===== src/mnmp_pkg.sv =====
// types and constants of the midi note message parser
// used by every module of the block; depends on nothing
package mnmp_pkg;

  // parser phase
  typedef enum logic [1:0] {
    PH_STATUS = 2'd0,
    PH_PITCH  = 2'd1,
    PH_VEL    = 2'd2,
    PH_SKIP   = 2'd3
  } phase_e;

  // status byte command nibbles
  localparam logic [3:0] CMD_NOTE_OFF = 4'h8;
  localparam logic [3:0] CMD_NOTE_ON  = 4'h9;
  localparam logic [3:0] CMD_PROGRAM  = 4'hC;
  localparam logic [3:0] CMD_PRESSURE = 4'hD;
  localparam logic [3:0] CMD_SYSTEM   = 4'hF;

  // skip counts
  localparam logic [1:0] SKIP_NONE   = 2'd0;
  localparam logic [1:0] SKIP_ONE    = 2'd1;
  localparam logic [1:0] SKIP_TWO    = 2'd2;
  localparam logic [1:0] SKIP_TO_END = 2'd3;

  localparam int unsigned OutDataW = 24;

  // one input item
  typedef struct packed {
    logic [7:0] data_byte;
    logic       packet_end;
  } in_item_t;

  // one note event
  typedef struct packed {
    logic       note_on;
    logic [3:0] channel;
    logic [7:0] pitch;
    logic [7:0] velocity;
  } note_t;

endpackage


===== src/midi_note_message_parser.sv =====
// midi note message parser, top level
// depends on mnmp_pkg, mnmp_in_reg, mnmp_decode, mnmp_out_reg
//
// Input channel (s_axis): one MIDI byte per item in tdata, tlast marks the
// last byte of a packet. Output channel (m_axis): one note event per complete
// note-on or note-off message; tuser is 1 for note on, 0 for note off (a
// note-on with velocity zero comes out as note off, velocity zero).
// A byte is taken into the input register, decoded by the parser state and
// its event lands in the result register, which drives m_axis_tvalid_o.
// One byte per cycle is sustained while the receiver does not stall.
// Bytes that end no message update the parser state and give no item.
// When the receiver stalls, the result register holds its event and the
// input register can still take one more byte; s_axis_tready_o drops once
// both are full and follows m_axis_tready_i from then on.
// Reset clears both registers and returns the parser to waiting for a
// status byte with nothing held.
module midi_note_message_parser import mnmp_pkg::*; (
  input  logic                clk_i,
  input  logic                rst_ni,
  input  logic                s_axis_tvalid_i,
  output logic                s_axis_tready_o,
  input  logic [7:0]          s_axis_tdata_i,  // [7:0] data_byte
  input  logic                s_axis_tlast_i,  // packet_end
  output logic                m_axis_tvalid_o,
  input  logic                m_axis_tready_i,
  output logic [OutDataW-1:0] m_axis_tdata_o,  // [3:0] channel, [11:4] pitch,
                                               // [19:12] velocity, [23:20] zero
  output logic                m_axis_tuser_o   // note_on
);

  in_item_t in_item, held_item;
  logic     held_valid, out_room, advance, note_valid;
  note_t    note, out_note;

  assign in_item.data_byte  = s_axis_tdata_i;
  assign in_item.packet_end = s_axis_tlast_i;

  // parser consumes the held byte when the result side has room
  assign advance = held_valid && out_room;

  mnmp_in_reg u_in_reg (
    .clk_i     (clk_i),
    .rst_ni    (rst_ni),
    .valid_i   (s_axis_tvalid_i),
    .ready_o   (s_axis_tready_o),
    .item_i    (in_item),
    .valid_o   (held_valid),
    .advance_i (advance),
    .item_o    (held_item)
  );

  mnmp_decode u_decode (
    .clk_i        (clk_i),
    .rst_ni       (rst_ni),
    .advance_i    (advance),
    .item_i       (held_item),
    .note_valid_o (note_valid),
    .note_o       (note)
  );

  mnmp_out_reg u_out_reg (
    .clk_i        (clk_i),
    .rst_ni       (rst_ni),
    .advance_i    (advance),
    .note_valid_i (note_valid),
    .note_i       (note),
    .ready_o      (out_room),
    .valid_o      (m_axis_tvalid_o),
    .ready_i      (m_axis_tready_i),
    .note_o       (out_note)
  );

  // pack the event
  assign m_axis_tdata_o = {4'd0, out_note.velocity, out_note.pitch, out_note.channel};
  assign m_axis_tuser_o = out_note.note_on;

endmodule


===== src/mnmp_in_reg.sv =====
// input register of the note parser: holds one byte until the parser takes it
// depends on mnmp_pkg
module mnmp_in_reg import mnmp_pkg::*; (
  input  logic     clk_i,
  input  logic     rst_ni,
  input  logic     valid_i,
  output logic     ready_o,
  input  in_item_t item_i,
  output logic     valid_o,
  input  logic     advance_i,
  output in_item_t item_o
);

  logic     valid_q, valid_d;
  in_item_t item_q;

  // free, or emptied in this cycle
  assign ready_o = !valid_q || advance_i;

  always_comb begin
    valid_d = valid_q;
    if (ready_o) begin
      valid_d = valid_i;
    end
  end

  always_ff @(posedge clk_i or negedge rst_ni) begin
    if (!rst_ni) begin
      valid_q <= 1'b0;
    end else begin
      valid_q <= valid_d;
    end
  end

  // payload, no reset
  always_ff @(posedge clk_i) begin
    if (ready_o && valid_i) begin
      item_q <= item_i;
    end
  end

  assign valid_o = valid_q;
  assign item_o  = item_q;

endmodule


===== src/mnmp_decode.sv =====
// parser state machine: decodes one byte per advance and forms the note event
// depends on mnmp_pkg
module mnmp_decode import mnmp_pkg::*; (
  input  logic     clk_i,
  input  logic     rst_ni,
  input  logic     advance_i,
  input  in_item_t item_i,
  output logic     note_valid_o,
  output note_t    note_o
);

  phase_e     phase_q, phase_d;
  logic [1:0] left_q, left_d;
  logic [3:0] chan_q, chan_d;
  logic       is_on_q, is_on_d;
  logic [7:0] pitch_q, pitch_d;
  logic [3:0] cmd;
  logic       on;

  assign cmd = item_i.data_byte[7:4];
  assign on  = is_on_q && (item_i.data_byte != 8'd0);

  // next state and event
  always_comb begin
    phase_d      = phase_q;
    left_d       = left_q;
    chan_d       = chan_q;
    is_on_d      = is_on_q;
    pitch_d      = pitch_q;
    note_valid_o = 1'b0;
    note_o.note_on  = on;
    note_o.channel  = chan_q;
    note_o.pitch    = pitch_q;
    note_o.velocity = on ? item_i.data_byte : 8'd0;
    case (phase_q)
      PH_STATUS: begin
        if (cmd == CMD_NOTE_ON || cmd == CMD_NOTE_OFF) begin
          chan_d  = item_i.data_byte[3:0];
          is_on_d = (cmd == CMD_NOTE_ON);
          phase_d = PH_PITCH;
        end else if (cmd == CMD_PROGRAM || cmd == CMD_PRESSURE) begin
          phase_d = PH_SKIP;
          left_d  = SKIP_ONE;
        end else if (cmd == CMD_SYSTEM) begin
          phase_d = PH_SKIP;
          left_d  = SKIP_TO_END;
        end else if (item_i.data_byte[7]) begin
          phase_d = PH_SKIP;
          left_d  = SKIP_TWO;
        end
      end
      PH_PITCH: begin
        pitch_d = item_i.data_byte;
        phase_d = PH_VEL;
      end
      PH_VEL: begin
        note_valid_o = advance_i;
        phase_d      = PH_STATUS;
      end
      PH_SKIP: begin
        if (left_q != SKIP_TO_END) begin
          if (left_q == SKIP_TWO) begin
            left_d = SKIP_ONE;
          end else begin
            left_d  = SKIP_NONE;
            phase_d = PH_STATUS;
          end
        end
      end
      default: begin
        phase_d = PH_STATUS;
      end
    endcase
    // end of packet always restarts
    if (item_i.packet_end) begin
      phase_d = PH_STATUS;
      left_d  = SKIP_NONE;
    end
  end

  always_ff @(posedge clk_i or negedge rst_ni) begin
    if (!rst_ni) begin
      phase_q <= PH_STATUS;
      left_q  <= SKIP_NONE;
      chan_q  <= 4'd0;
      is_on_q <= 1'b0;
      pitch_q <= 8'd0;
    end else if (advance_i) begin
      phase_q <= phase_d;
      left_q  <= left_d;
      chan_q  <= chan_d;
      is_on_q <= is_on_d;
      pitch_q <= pitch_d;
    end
  end

endmodule


===== src/mnmp_out_reg.sv =====
// result register of the note parser: holds one note event for the receiver
// depends on mnmp_pkg
module mnmp_out_reg import mnmp_pkg::*; (
  input  logic  clk_i,
  input  logic  rst_ni,
  input  logic  advance_i,
  input  logic  note_valid_i,
  input  note_t note_i,
  output logic  ready_o,
  output logic  valid_o,
  input  logic  ready_i,
  output note_t note_o
);

  logic  valid_q, valid_d;
  note_t note_q;

  // room when empty or being taken now
  assign ready_o = !valid_q || ready_i;

  always_comb begin
    valid_d = valid_q && !ready_i;
    if (advance_i) begin
      valid_d = note_valid_i;
    end
  end

  always_ff @(posedge clk_i or negedge rst_ni) begin
    if (!rst_ni) begin
      valid_q <= 1'b0;
    end else begin
      valid_q <= valid_d;
    end
  end

  always_ff @(posedge clk_i) begin
    if (advance_i && note_valid_i) begin
      note_q <= note_i;
    end
  end

  assign valid_o = valid_q;
  assign note_o  = note_q;

endmodule


===== config.mk =====
export PLATFORM = sky130hd
export DESIGN_NAME = midi_note_message_parser
export DESIGN_NICKNAME = d
export VERILOG_FILES = /design/src/mnmp_pkg.sv /design/src/midi_note_message_parser.sv /design/src/mnmp_in_reg.sv /design/src/mnmp_decode.sv /design/src/mnmp_out_reg.sv
export SDC_FILE = /design/constraint.sdc
export NUM_CORES = 1
export LEC_CHECK = 0
export ABC_AREA = 1
export ABC_CLOCK_PERIOD_IN_PS = 4059
export BUFFER_PORTS_ARGS = -buffer_cell sky130_fd_sc_hd__buf_4
export CORE_MARGIN = 3
export CORE_UTILIZATION = 50
export CTS_CLUSTER_DIAMETER = 50
export CTS_CLUSTER_SIZE = 24
export DETAILED_ROUTE_END_ITERATION = 10
export PLACE_DENSITY = 0.74
export SLEW_MARGIN = 20
export SYNTH_ARGS = -nofsm -noshare
export SYNTH_HDL_FRONTEND = slang
export SYNTH_HIERARCHICAL = 1
export SYNTH_SLANG_ARGS = --single-unit

===== constraint.sdc =====
create_clock -name clk_i -period 4.06 [get_ports clk_i]
set_input_delay 0.203 -clock clk_i [delete_from_list [all_inputs] [get_ports clk_i]]
set_output_delay 0.203 -clock clk_i [all_outputs]
set_load 0.05 [all_outputs]

# Word-level counts from Yosys, hierarchy flattened
# Cells that the tools add are included.
# totals
regBits	49
in_bits	13
output_inout_bits	27
wordCells	65
# classes
eq_ne	15
n_mux	18
n_reduce_logical	19
# ops
op	count
2-to-1 mux 2 bit	13
== test 4 bit (second input constant)	5
one-hot mux 2 bit (4 select lines)	1
nonzero test 8 bit	1
== test 2 bit (second input constant)	3
inequality test 3 bit (second input constant)	2
inequality test 6 x 3 -> 1 bit (second input constant)	1
logical AND 1 bit	5
inequality test 5 x 3 -> 1 bit (second input constant)	1
AND reduction 5 bit	1
logical OR 1 bit	4
one-hot mux 2 bit (2 select lines)	1
AND reduction 4 bit	1
zero test 1 bit	3
2-to-1 mux 1 bit	3
inequality test 3 x 2 -> 1 bit (second input constant)	1
AND reduction 3 bit	1
nonzero test 3 bit	1
== test 2 x 1 -> 1 bit (second input constant)	1
zero test 2 bit	1
inequality test 2 bit (second input constant)	1
AND reduction 2 bit	1

# Longest topological paths before layout
# Gate-level depths: netlist of the first run.
# logic_depth
depth_word	6
depth_mapped	9

# Cells and area by module
# The synthesis of the first run kept the hierarchy.
# modules_own_cells
mod	n_inst	cells_each	area_each_um2
mnmp_decode	1	120	882.1
mnmp_out_reg	1	29	683.2
mnmp_in_reg	1	15	315.3
midi_note_message_parser	1	7	41.3

# Worst setup path after synthesis of the first run
# OpenSTA, ideal clock, no wires.
# synth_timing
path_type	flip-flop to flip-flop
start	register u_out_reg.valid_q, in the netlist u_out_reg/valid_o
end	register u_out_reg.note_q (netlist bit u_out_reg/note_o[0]), enable pin
setup_ns	0.376
arrival_ns	1.553
required_ns	3.684
setup_slack_ns	2.131
stages_incl_launch_ff	8
cell_sequence	dfrtp_1 > nand2_1 > nand2_1 > inv_1 > inv_1 > nor3_1 > nand2_1 > inv_1
# synth_between
elab_chain_len	5
# synth_lines
item	line_no	text
start, declared	mnmp_out_reg.sv:15	logic valid_q, valid_d;
start signal, assigned	mnmp_out_reg.sv:32	valid_q <= valid_d;
zero test 1 bit	mnmp_out_reg.sv:19	assign ready_o = !valid_q || ready_i;
logical OR 1 bit	mnmp_out_reg.sv:19	
named net out_room	midi_note_message_parser.sv:32	logic held_valid, out_room, advance, note_valid;
logical AND 1 bit	midi_note_message_parser.sv:39	assign advance = held_valid && out_room;
named net advance	midi_note_message_parser.sv:32	
2-to-1 mux 1 bit	mnmp_decode.sv:35	case (phase_q)
named net note_valid	midi_note_message_parser.sv:32	
logical AND 1 bit	mnmp_out_reg.sv:37	if (advance_i && note_valid_i) begin
end signal, assigned	mnmp_out_reg.sv:38	note_q <= note_i;
end, declared	mnmp_out_reg.sv:16	note_t note_q;
# The timed path passes the listed nets, and every way through them passes these cells.
# A chain may end at the register's enable or synchronous reset.

# Worst setup path after layout of the first run
# layout_timing
start	register u_out_reg.valid_q, in the netlist u_out_reg/valid_o
end	register u_out_reg.note_q (netlist bit u_out_reg/note_o[13]), enable pin
# Same word-level chain as after synthesis.

==> metrics.md, run 1 <==
| Metric | Value |
|---|---|
| # setup viols final | `0` |
| Worst r2r path cells | `7` |
| 1st-pass router iterations | `4` |
| Vias | `~1.2k` |
| Final RePlAce weighted congestion | `0.818` |
| Largest net degree at the start of global routing | `22` |
| Peak Freq | `~0.53 GHz` |
| Starting Density | `roughly 55%` |
| Worst Setup End Kind | `flip-flop` |
| CP max stage delay | `0.55 ns` |
| Synth Warn # | `6` |
| Syn_area_per_cell | `between 10 and 15 µm²` |
| Leading cell type in the layout, fill and taps excluded | `nand2_1` |
| Max Root-Sink Buffers | `2` |
| Overall Global Routing Usage | `between 10% and 20%` |
| # fillers | `roughly 290` |
| Clk root buf | `clkbuf_8` |
| Crit path launch | `u_out_reg/valid_o$_DFF_PN0_` |
| Vias in the first global route | `1,177` |
| Clock transition at path regs | `around 0.08 ns` |
| Most frequent cells in the layout | `nand2_1, buf_4, edfxtp_1` |
| # DRC | `0` |
| Synth Cell Area | `roughly 1900 µm²` |
| Die Y | `approximately 70 µm` |
| Multi-input logic area | `between 400 and 500 µm²` |
| Max_cap viols | `0` |
| DRT iter0 DRCs | `78` |
| Finished Core Util | `roughly 66%` |
| Rows | `21` |
| Path type of the worst min-delay path | `input port to flip-flop` |
| Die width | `between 60 and 70 µm` |
| Period utilization | `a little under half` |
| Post-Layout Inst Area | `2340 µm²` |
| Final Hold Fails | `0` |
| Worst path required time | `3.99 ns` |
| Pwr Total | `1.52 mW` |
| Clock Latency Late Sink | `between 0.2 and 0.3 ns` |
| Worst Setup EP | `u_out_reg/note_o[13]$_DFFE_PP_` |
| Cell count after synthesis | `around 170` |
| Post_cts resized | `0` |
| TritonCTS Buffers | `5` |
| WP data arrival | `roughly 1.8 ns` |
| Final WL | `approximately 3100 µm` |
| Post-layout nets | `approximately 220` |
| RSZ-0062 raised after global routing | `no` |
| Final TNS setup | `0 ns` |
| Reg2reg start | `u_out_reg/valid_o$_DFF_PN0_` |
| Die ar. | `roughly 4600 µm²` |
| Post-synthesis sequential area ratio | `71.6%` |
| Min Tclk post-route | `1.88 ns` |
| Crit-path slowest cell | `inv_1` |
| Worst reg-to-reg setup slack | `~2.2 ns` |
| Worst-margin pin slew | `0.781 ns` |
| Placed instance area | `approximately 2200 µm²` |
| Pleak | `approximately 1.1 nW` |
| Initial antenna violation count | `0` |
| Share of cells above drive strength 1 | `between 20% and 30%` |
| Count of boundary I/O pins | `40` |
| Clock sinks | `49` |
| VDD IR-drop max | `0.000340 V` |
| Routed Antenna Nets | `0` |
| Library cells used by synthesis | `19` |
| IO Port Bufs | `35` |
| Register area | `1380 µm²` |
| End of the worst register-to-register path | `u_out_reg/note_o[13]$_DFFE_PP_` |
| Max-slew violation count | `0` |
| Total grt overflow | `0` |
| CTS tree | `built` |
| Slew headroom | `a little under half` |
| Status | `complete, no violations` |
| Skew final | `about 0.0038 ns` |
| Post-synthesis register bit count | `between 40 and 50` |
| Antenna fix cells | `0` |
| H-tree depth | `2` |
| Via/cell ratio | `around 4.7` |
| Crit start category | `flip-flop` |
| Worst-path cell chain | `nand2_1, nand2_1, inv_1, inv_1, nor3_1, nand2_1, inv_1` |
| Post-DP HPWL | `between 2000 and 2500 µm` |
| Largest fanout on the critical path | `21` |
| Mean routed wirelength per cell | `12.1 µm` |
| Area growth syn-to-layout | `21.6%` |
| Floorplan core area | `between 3000 and 4000 µm²` |
| First-pass GRT wire length | `around 5300 µm` |
| PD cells | `approximately 650 nW/µm²` |
| CP Class | `flip-flop to flip-flop` |
layout make-up:
type                       instances  area share (%)
sequential                        49            58.9
multi-input combinational         91            17.5
timing repair buffer              36            11.7
inverter                          28            4.50
clock buffer                       7            3.69
tap                               46            2.46
clock inverter                     1            1.28
how the worst min path moves through the flow:
stage	startpoint	endpoint	slack, ns	cells after the start
after floorplan	rst_ni	u_decode/chan_q[0]$_DFFE_PN0P_	-0.09	0
after global placement	rst_ni	u_decode/phase_q[0]$_DFFE_PN0P_	0.08	1
after detailed placement	rst_ni	u_out_reg/valid_o$_DFF_PN0_	0.09	1
after CTS	s_axis_tdata_i[4]	u_in_reg/item_o[5]$_DFFE_PP_	0.07	1
after global routing	s_axis_tdata_i[4]	u_in_reg/item_o[5]$_DFFE_PP_	0.06	1
final	s_axis_tdata_i[4]	u_in_reg/item_o[5]$_DFFE_PP_	0.08	1
critical path, delay by kind of cell (launching register included):
kind / cells / cell delay (ns)
simple gates: 4 / 0.33
buf+inv: 3 / 0.77
flops: 1 / 0.40
through the flow:
stage                     setup slack [ns]  cells  hold WS, ns
after floorplan                       2.13    174      -0.0926
after global placement                2.23    249       0.0848
after detailed placement              2.18    249       0.0883
after CTS                             2.17    258       0.0689
after global routing                  1.92    258       0.0583
final                                 2.18    258       0.0790
cell usage after synthesis, drive strengths merged:
cell | instances | area, µm²
edfxtp | 30 | 901
conb | 1 | 3.75
a21oi | 3 | 15.0
o21ai | 15 | 75.1
dfrtp | 19 | 475
nand3 | 5 | 25.0
inv | 28 | 105
nand4 | 1 | 6.26
mux2 | 1 | 11.3
nor2b | 1 | 13.8
nand3b | 1 | 7.51
buf | 6 | 42.5
nor2 | 7 | 26.3
nor3 | 6 | 35.0
nand2 | 47 | 179
state kept, by name, indices dropped and copies added (netlist names):
register	count
u_out_reg/note_o	21
u_in_reg/item_o	9
u_decode/pitch_q	8
u_decode/chan_q	4
u_decode/left_q	2
u_decode/phase_q	2
u_decode/is_on_q	1
u_in_reg/valid_o	1
u_out_reg/valid_o	1
what timing repair did:
item,CTS,global route
buffers inserted,0,0
hold buffers,1,0
endpoints found under the hold margin,19,0
cell families after synthesis:
group,synth area share [%]
other,0.195
buffers and inverters,7.68
and+or+nand+nor,15.2
muxes,0.586
DFF,71.6
AOI/OAI and AO/OA,4.69
metal layers:
metal / vias to the layer above / GRT usage, % / wire length (µm)
met3: 7 / 5.25 / 234
met2: 44 / 27.7 / 1550
met4: 0 / 7.44 / 59
li1: 620 / - / -
met5: - / 0 / 0
met1: 551 / 18.0 / 1290
power breakdown:
part / internal (mW) / switching [mW]
clock network: 0.201 / 0.144
registers: 0.687 / 0.0695
logic: 0.128 / 0.288
Note: power is estimated with default switching activity, not from simulation.
==> run 2: changes to the inputs <==
--- a/config.mk
+++ b/config.mk
@@ -6,7 +6,7 @@
 export NUM_CORES = 1
 export LEC_CHECK = 0
 export ABC_AREA = 1
-export ABC_CLOCK_PERIOD_IN_PS = 4059
+export ABC_CLOCK_PERIOD_IN_PS = 1970
 export BUFFER_PORTS_ARGS = -buffer_cell sky130_fd_sc_hd__buf_4
 export CORE_MARGIN = 3
 export CORE_UTILIZATION = 50
==> constraint.sdc (replaced) <==
create_clock -name clk_i -period 1.97 [get_ports clk_i]
set_input_delay 0.0985 -clock clk_i [delete_from_list [all_inputs] [get_ports clk_i]]
set_output_delay 0.0985 -clock clk_i [all_outputs]
set_load 0.05 [all_outputs]
==> run 2 against run 1 <==
  * Count of clock-buffer cells in the layout is the same
  * Total power is 110% higher
  * Die area stayed put
  * Sequential share of layout area decreased by 2.9 points
  * Design area increased by 5.2%
  * Sequential power increased by 110%
  * Flip-flop and latch count did not move
  * Fmax is 17% higher
  * Cell count rose by 5.0%
  * Register-to-register slack got worse by 1.8 ns
  * Clock power grew 110%
  * Critical path depth rose by 1
  * Largest power group unchanged
  * Highest routed layer unchanged
==> metrics.md, run 2 (synthesis gave the netlist of run 1 again) <==
| Metric | Value |
|---|---|
| Status | `complete, no violations (unchanged)` |
| Hold Buf Count CTS | `11 (was 1)` |
| Setup Buffers After CTS | `0 (unchanged)` |
| Initial antenna violation count | `0 (unchanged)` |
| Share of cells above drive strength 1 | `21.8% (was 21.7%)` |
| CP Class | `flip-flop to flip-flop (unchanged)` |
| Crit path launch | `u_out_reg/valid_o$_DFF_PN0_ (unchanged)` |
| Post-layout nets | `237 (was 224)` |
| Via/cell ratio | `4.76 (was 4.74)` |
| Period utilization | `81.5% (was 46.3%)` |
| VDD IR-drop max | `0.000802 V (was 0.000340 V)` |
| Placed instance area | `2230 µm² (was 2210 µm²)` |
| Total grt overflow | `0 (unchanged)` |
| Clock Latency Late Sink | `0.30 ns (was 0.29 ns)` |
| # DRC | `0 (unchanged)` |
| Min Tclk post-route | `1.61 ns (was 1.88 ns)` |
| Reg2reg start | `u_out_reg/valid_o$_DFF_PN0_ (unchanged)` |
| Post-DP HPWL | `2350 µm (about the same)` |
| Hold slack | `0.0812 ns (was 0.0790 ns)` |
| Area growth syn-to-layout | `28.0% (was 21.6%)` |
| Clk root buf | `clkbuf_8 (unchanged)` |
| Floorplan core area | `3520 µm² (unchanged)` |
| CTS tree | `built (unchanged)` |
| Die Y | `68.0 µm (unchanged)` |
| Largest register FFs | `21 (unchanged)` |
| RSZ-0062 raised after global routing | `no (unchanged)` |
| Vias | `1,289 (was 1,222)` |
| Starting Density | `54.6% (unchanged)` |
| Routed Antenna Nets | `0 (unchanged)` |
| Clock transition at path regs | `0.08 ns (about the same)` |
| Max-slew violation count | `0 (unchanged)` |
| Worst Setup End Kind | `flip-flop (unchanged)` |
| PD cells | `1290 nW/µm² (was 649 nW/µm²)` |
| DRT iter0 DRCs | `63 (was 78)` |
| Final WL | `3330 µm (was 3130 µm)` |
| Crit start category | `flip-flop (unchanged)` |
| Largest fanout on the critical path | `21 (unchanged)` |
| 1st-pass router iterations | `4 (unchanged)` |
| Overall Global Routing Usage | `17.5% (was 16.1%)` |
| Final TNS setup | `0 ns (unchanged)` |
| First-pass GRT wire length | `5710 µm (was 5270 µm)` |
| Leading cell type in the layout, fill and taps excluded | `nand2_1 (unchanged)` |
| Pleak | `1.17 nW (was 1.12 nW)` |
| Peak Freq | `0.623 GHz (was 0.531 GHz)` |
| Antenna fix cells | `0 (unchanged)` |
| IO Port Bufs | `35 (unchanged)` |
| Fin cells | `271 (was 258)` |
| # setup viols final | `0 (unchanged)` |
| Max_cap viols | `0 (unchanged)` |
| WP data arrival | `1.59 ns (was 1.81 ns)` |
| Clock sinks | `49 (unchanged)` |
| Pwr Total | `3.17 mW (was 1.52 mW)` |
| Largest net degree at the start of global routing | `22 (unchanged)` |
| Final Hold Fails | `0 (unchanged)` |
| Die width | `68.0 µm (unchanged)` |
| Post-Layout Inst Area | `2460 µm² (was 2340 µm²)` |
| Skew final | `0.00336 ns (was 0.00380 ns)` |
| Placed Cells | `252 (was 249)` |
| Worst hold path startpoint | `m_axis_tready_i (was s_axis_tdata_i[4])` |
| H-tree depth | `2 (unchanged)` |
| Post_cts resized | `0 (unchanged)` |
| Path type of the worst min-delay path | `input port to flip-flop (unchanged)` |
| TritonCTS Buffers | `5 (unchanged)` |
| Worst path required time | `1.96 ns (was 3.99 ns)` |
| Vias in the first global route | `1,232 (was 1,177)` |
| Count of boundary I/O pins | `40 (unchanged)` |
| Final RePlAce weighted congestion | `0.866 (was 0.818)` |
| Most frequent cells in the layout | `nand2_1, buf_4, edfxtp_1 (unchanged)` |
| Max Root-Sink Buffers | `2 (unchanged)` |
| Die ar. | `4620 µm² (unchanged)` |
| Mean routed wirelength per cell | `12.3 µm (was 12.1 µm)` |
| Rows | `21 (unchanged)` |
==> run 2: cell count changes in the layout (fill, tap and decap cells not counted), sizes merged <==
cell	change
dlygate4sd3	+10
buf	+3
==> run 2: path summary, 6_finish.rpt <==
check,endpoint,slack [ns],cells after the start
worst max-delay path,u_out_reg/note_o[20]$_DFFE_PP_,0.36,8
worst min-delay path,u_out_reg/valid_o$_DFF_PN0_,0.08,4
worst max register to register,u_out_reg/note_o[20]$_DFFE_PP_,0.36,8
worst min register to register,u_out_reg/note_o[8]$_DFFE_PP_,0.46,0
max in group asynchronous,u_decode/chan_q[0]$_DFFE_PN0P_,1.57,2
min in group asynchronous,u_decode/phase_q[0]$_DFFE_PN0P_,0.19,2
==> run 2: where the power goes <==
group          switching (mW)  internal (mW)  leakage (nW)
clock                   0.301          0.413        0.0585
combinational           0.607          0.295         0.598
sequential              0.143           1.41         0.518
==> run 2: per-layer routing <==
metal | global-route usage, % | wire length [µm] | up-vias
met5 | 0 | 0 | -
met4 | 7.94 | 74 | 0
met3 | 5.58 | 231 | 8
met2 | 29.0 | 1660 | 43
met1 | 20.7 | 1370 | 593
li1 | - | - | 645
==> run 2: metrics by stage <==
| step | utilization [%] | worst slack [ns] |
|---|---|---|
| detailed placement | 63.4 | 0.372 |
| floorplan | - | 0.0412 |
| finish | 69.9 | 0.364 |
| global route | 69.9 | 0.143 |
| global placement | 63.4 | 0.462 |
| CTS | 69.9 | 0.360 |
==> run 2: final cells by class <==
class                      instances  area, µm²
clock inverter                     1       30.0
sequential                        49       1380
fill                             264       1060
timing repair buffer              49        395
inverter                          28        105
tap                               46       57.6
clock buffer                       7       86.3
multi-input combinational         91        409
==> run 2: critical path, stage by stage (launching register included) <==
cell and delay (ns):
dfrtp_1 0.41, nand2_1 0.08, nand2_1 0.04, inv_1 0.16, inv_1 0.06, nor3_1 0.12, nand2_1 0.09, inv_1 0.06
buf_4 0.26
==> run 3: changes to the inputs <==
--- a/config.mk
+++ b/config.mk
@@ -6,7 +6,7 @@
 export NUM_CORES = 1
 export LEC_CHECK = 0
 export ABC_AREA = 1
-export ABC_CLOCK_PERIOD_IN_PS = 1970
+export ABC_CLOCK_PERIOD_IN_PS = 1660
 export BUFFER_PORTS_ARGS = -buffer_cell sky130_fd_sc_hd__buf_4
 export CORE_MARGIN = 3
 export CORE_UTILIZATION = 50
==> constraint.sdc (replaced) <==
create_clock -name clk_i -period 1.66 [get_ports clk_i]
set_input_delay 0.083 -clock clk_i [delete_from_list [all_inputs] [get_ports clk_i]]
set_output_delay 0.083 -clock clk_i [all_outputs]
set_load 0.05 [all_outputs]
==> run 3 against run 2 <==
  * Critical path depth stayed put
  * Utilization is 0.53 points higher
  * Register-to-register slack worse by 0.24 ns
  * Clock power is 20% higher
  * Sequential power is 19% higher
  * Die area stayed put
  * Total power is 21% higher
==> metrics.md, run 3 (synthesis gave the netlist of run 1 again) <==
| Metric | Value |
|---|---|
| Die ar. | `4620 µm² (unchanged)` |
| PD cells | `1540 nW/µm² (was 1290 nW/µm²)` |
| Max Root-Sink Buffers | `2 (unchanged)` |
| Die Y | `68.0 µm (unchanged)` |
| Final WS setup | `0.124 ns (was 0.364 ns)` |
| Crit-path slowest cell | `dfrtp_2 (was dfrtp_1)` |
| RSZ-0062 raised after global routing | `no (unchanged)` |
| Mean routed wirelength per cell | `13.3 µm (was 12.3 µm)` |
| Skew final | `0.00601 ns (was 0.00336 ns)` |
| Count of boundary I/O pins | `40 (unchanged)` |
| Fin cells | `270 (was 271)` |
| CP Class | `flip-flop to flip-flop (unchanged)` |
| Die width | `68.0 µm (unchanged)` |
| Status | `complete, no violations (unchanged)` |
| WP data arrival | `1.54 ns (was 1.59 ns)` |
| 1st-pass router iterations | `6 (was 4)` |
| Leading cell type in the layout, fill and taps excluded | `nand2_1 (unchanged)` |
| Vias | `1,335 (was 1,289)` |
| Worst path required time | `1.66 ns (was 1.96 ns)` |
| DRT iter0 DRCs | `82 (was 63)` |
| Starting Density | `54.6% (unchanged)` |
| Worst-path cell chain | `nand2_1, nand2_1, inv_2, inv_1, nor3_1, nand2_1, clkinvlp_4, buf_12 (was nand2_1, nand2_1, inv_1, inv_1, nor3_1, nand2_1, inv_1, buf_4)` |
| Rows | `21 (unchanged)` |
| Overall Global Routing Usage | `18.4% (was 17.5%)` |
| Max_cap viols | `0 (unchanged)` |
| Floorplan core area | `3520 µm² (unchanged)` |
| CTS tree | `built (unchanged)` |
| Post-layout nets | `236 (was 237)` |
| Clock sinks | `49 (unchanged)` |
| Via/cell ratio | `4.94 (was 4.76)` |
| Top delay family on crit path | `buffers and inverters (unchanged)` |
| Most frequent CP cell | `nand2_1` |
| Pre-CTS WS | `0.169 ns (was 0.372 ns)` |
| Placed Cells | `251 (was 252)` |
| Most frequent cells in the layout | `nand2_1, buf_4, edfxtp_1 (unchanged)` |
| CP max stage delay | `0.42 ns (was 0.41 ns)` |
| Path type of the worst min-delay path | `input port to flip-flop (unchanged)` |
| Largest register FFs | `21 (unchanged)` |
| VDD IR-drop max | `0.000845 V (was 0.000802 V)` |
| CP bufs+invs | `4 (unchanged)` |
| Total grt overflow | `0 (unchanged)` |
| Clock transition at path regs | `0.08 ns (about the same)` |
| Period utilization | `92.5% (was 81.5%)` |
| Crit start category | `flip-flop (unchanged)` |
| Setup Buffers After CTS | `0 (unchanged)` |
| Area growth syn-to-layout | `29.0% (was 28.0%)` |
| Final WL | `3590 µm (was 3330 µm)` |
| Worst Setup End Kind | `flip-flop (unchanged)` |
| Antenna fix cells | `0 (unchanged)` |
| Max-slew violation count | `0 (unchanged)` |
| Initial antenna violation count | `0 (unchanged)` |
| IO Port Bufs | `35 (unchanged)` |
| Clk root buf | `clkbuf_8 (unchanged)` |
| Vias in the first global route | `1,364 (was 1,232)` |
| Pleak | `1.16 nW (was 1.17 nW)` |
| Clock Latency Late Sink | `0.29 ns (was 0.30 ns)` |
| # DRC | `0 (unchanged)` |
| Share of cells above drive strength 1 | `23.7% (was 21.8%)` |
| H-tree depth | `2 (unchanged)` |
| Peak Freq | `0.651 GHz (was 0.623 GHz)` |
| First-pass GRT wire length | `6090 µm (was 5710 µm)` |
| Post-DP HPWL | `2480 µm (was 2350 µm)` |
| TritonCTS Buffers | `5 (unchanged)` |
| Largest net degree at the start of global routing | `22 (unchanged)` |
| Pwr Total | `3.82 mW (was 3.17 mW)` |
| Routed Antenna Nets | `0 (unchanged)` |
| Final TNS setup | `0 ns (unchanged)` |
| Largest fanout on the critical path | `21 (unchanged)` |
| # setup viols final | `0 (unchanged)` |
| Final RePlAce weighted congestion | `0.882 (was 0.866)` |
| Final Hold Fails | `0 (unchanged)` |
| Min Tclk post-route | `1.54 ns (was 1.61 ns)` |
run 3: worst paths after layout:
| path | start | slack [ns] | depth (start not counted) | endpoint |
|---|---|---|---|---|
| worst max-delay path | u_out_reg/valid_o$_DFF_PN0_ | 0.12 | 8 | u_out_reg/note_o[14]$_DFFE_PP_ |
| worst min-delay path | m_axis_tready_i | 0.05 | 4 | u_out_reg/valid_o$_DFF_PN0_ |
| worst max register to register | u_out_reg/valid_o$_DFF_PN0_ | 0.12 | 8 | u_out_reg/note_o[14]$_DFFE_PP_ |
| worst min register to register | u_decode/pitch_q[2]$_DFFE_PN0P_ | 0.46 | 0 | u_out_reg/note_o[10]$_DFFE_PP_ |
| max in group asynchronous | rst_ni | 1.26 | 2 | u_out_reg/valid_o$_DFF_PN0_ |
| min in group asynchronous | rst_ni | 0.18 | 2 | u_in_reg/valid_o$_DFFE_PN0P_ |
run 3: per-layer routing:
metal | global-route usage, % | vias up | routed length [µm]
met1 | 20.9 | 618 | 1340
li1 | - | 646 | -
met5 | 0 | - | 0
met3 | 4.60 | 6 | 268
met4 | 7.20 | 0 | 51
met2 | 32.9 | 65 | 1930
run 3: per-stage QoR:
stage               hold slack (ns)  util (%)  instance area [µm²]
detailed placement          -0.0309      63.8                 2250
CTS                          0.0389      70.3                 2470
global route                 0.0870      70.4                 2480
finish                       0.0522      70.4                 2480
floorplan                    -0.213         -                 1940
global placement            -0.0344      63.8                 2250
run 3: repair_timing:
item	CTS	global route
endpoints found under the setup margin	0	1
hold buffers	11	0
hold endpoints to repair	29	0
resized for setup	0	1
run 3: power breakdown:
group	internal [mW]	total [mW]	switching (mW)
Combinational	0.364	1.11	0.747
Clock	0.491	0.855	0.364
Sequential	1.68	1.86	0.179
Total	2.53	3.82	1.29
run 3: final cells by class:
class	count	area (µm²)
clock buffers	7	86.3
clock inverters	1	30.0
fillers	248	1040
inverters	28	109
multi-input cells	91	418
flip-flops and latches	49	1380
well taps	46	57.6
repair buffers	48	400
run 3: worst reg2reg max path: stages (launching register included):
cell        delay (ns)
dfrtp_2           0.42
nand2_1           0.07
nand2_1           0.05
inv_2             0.11
inv_1             0.06
nor3_1            0.14
nand2_1           0.13
clkinvlp_4        0.10
buf_12            0.15
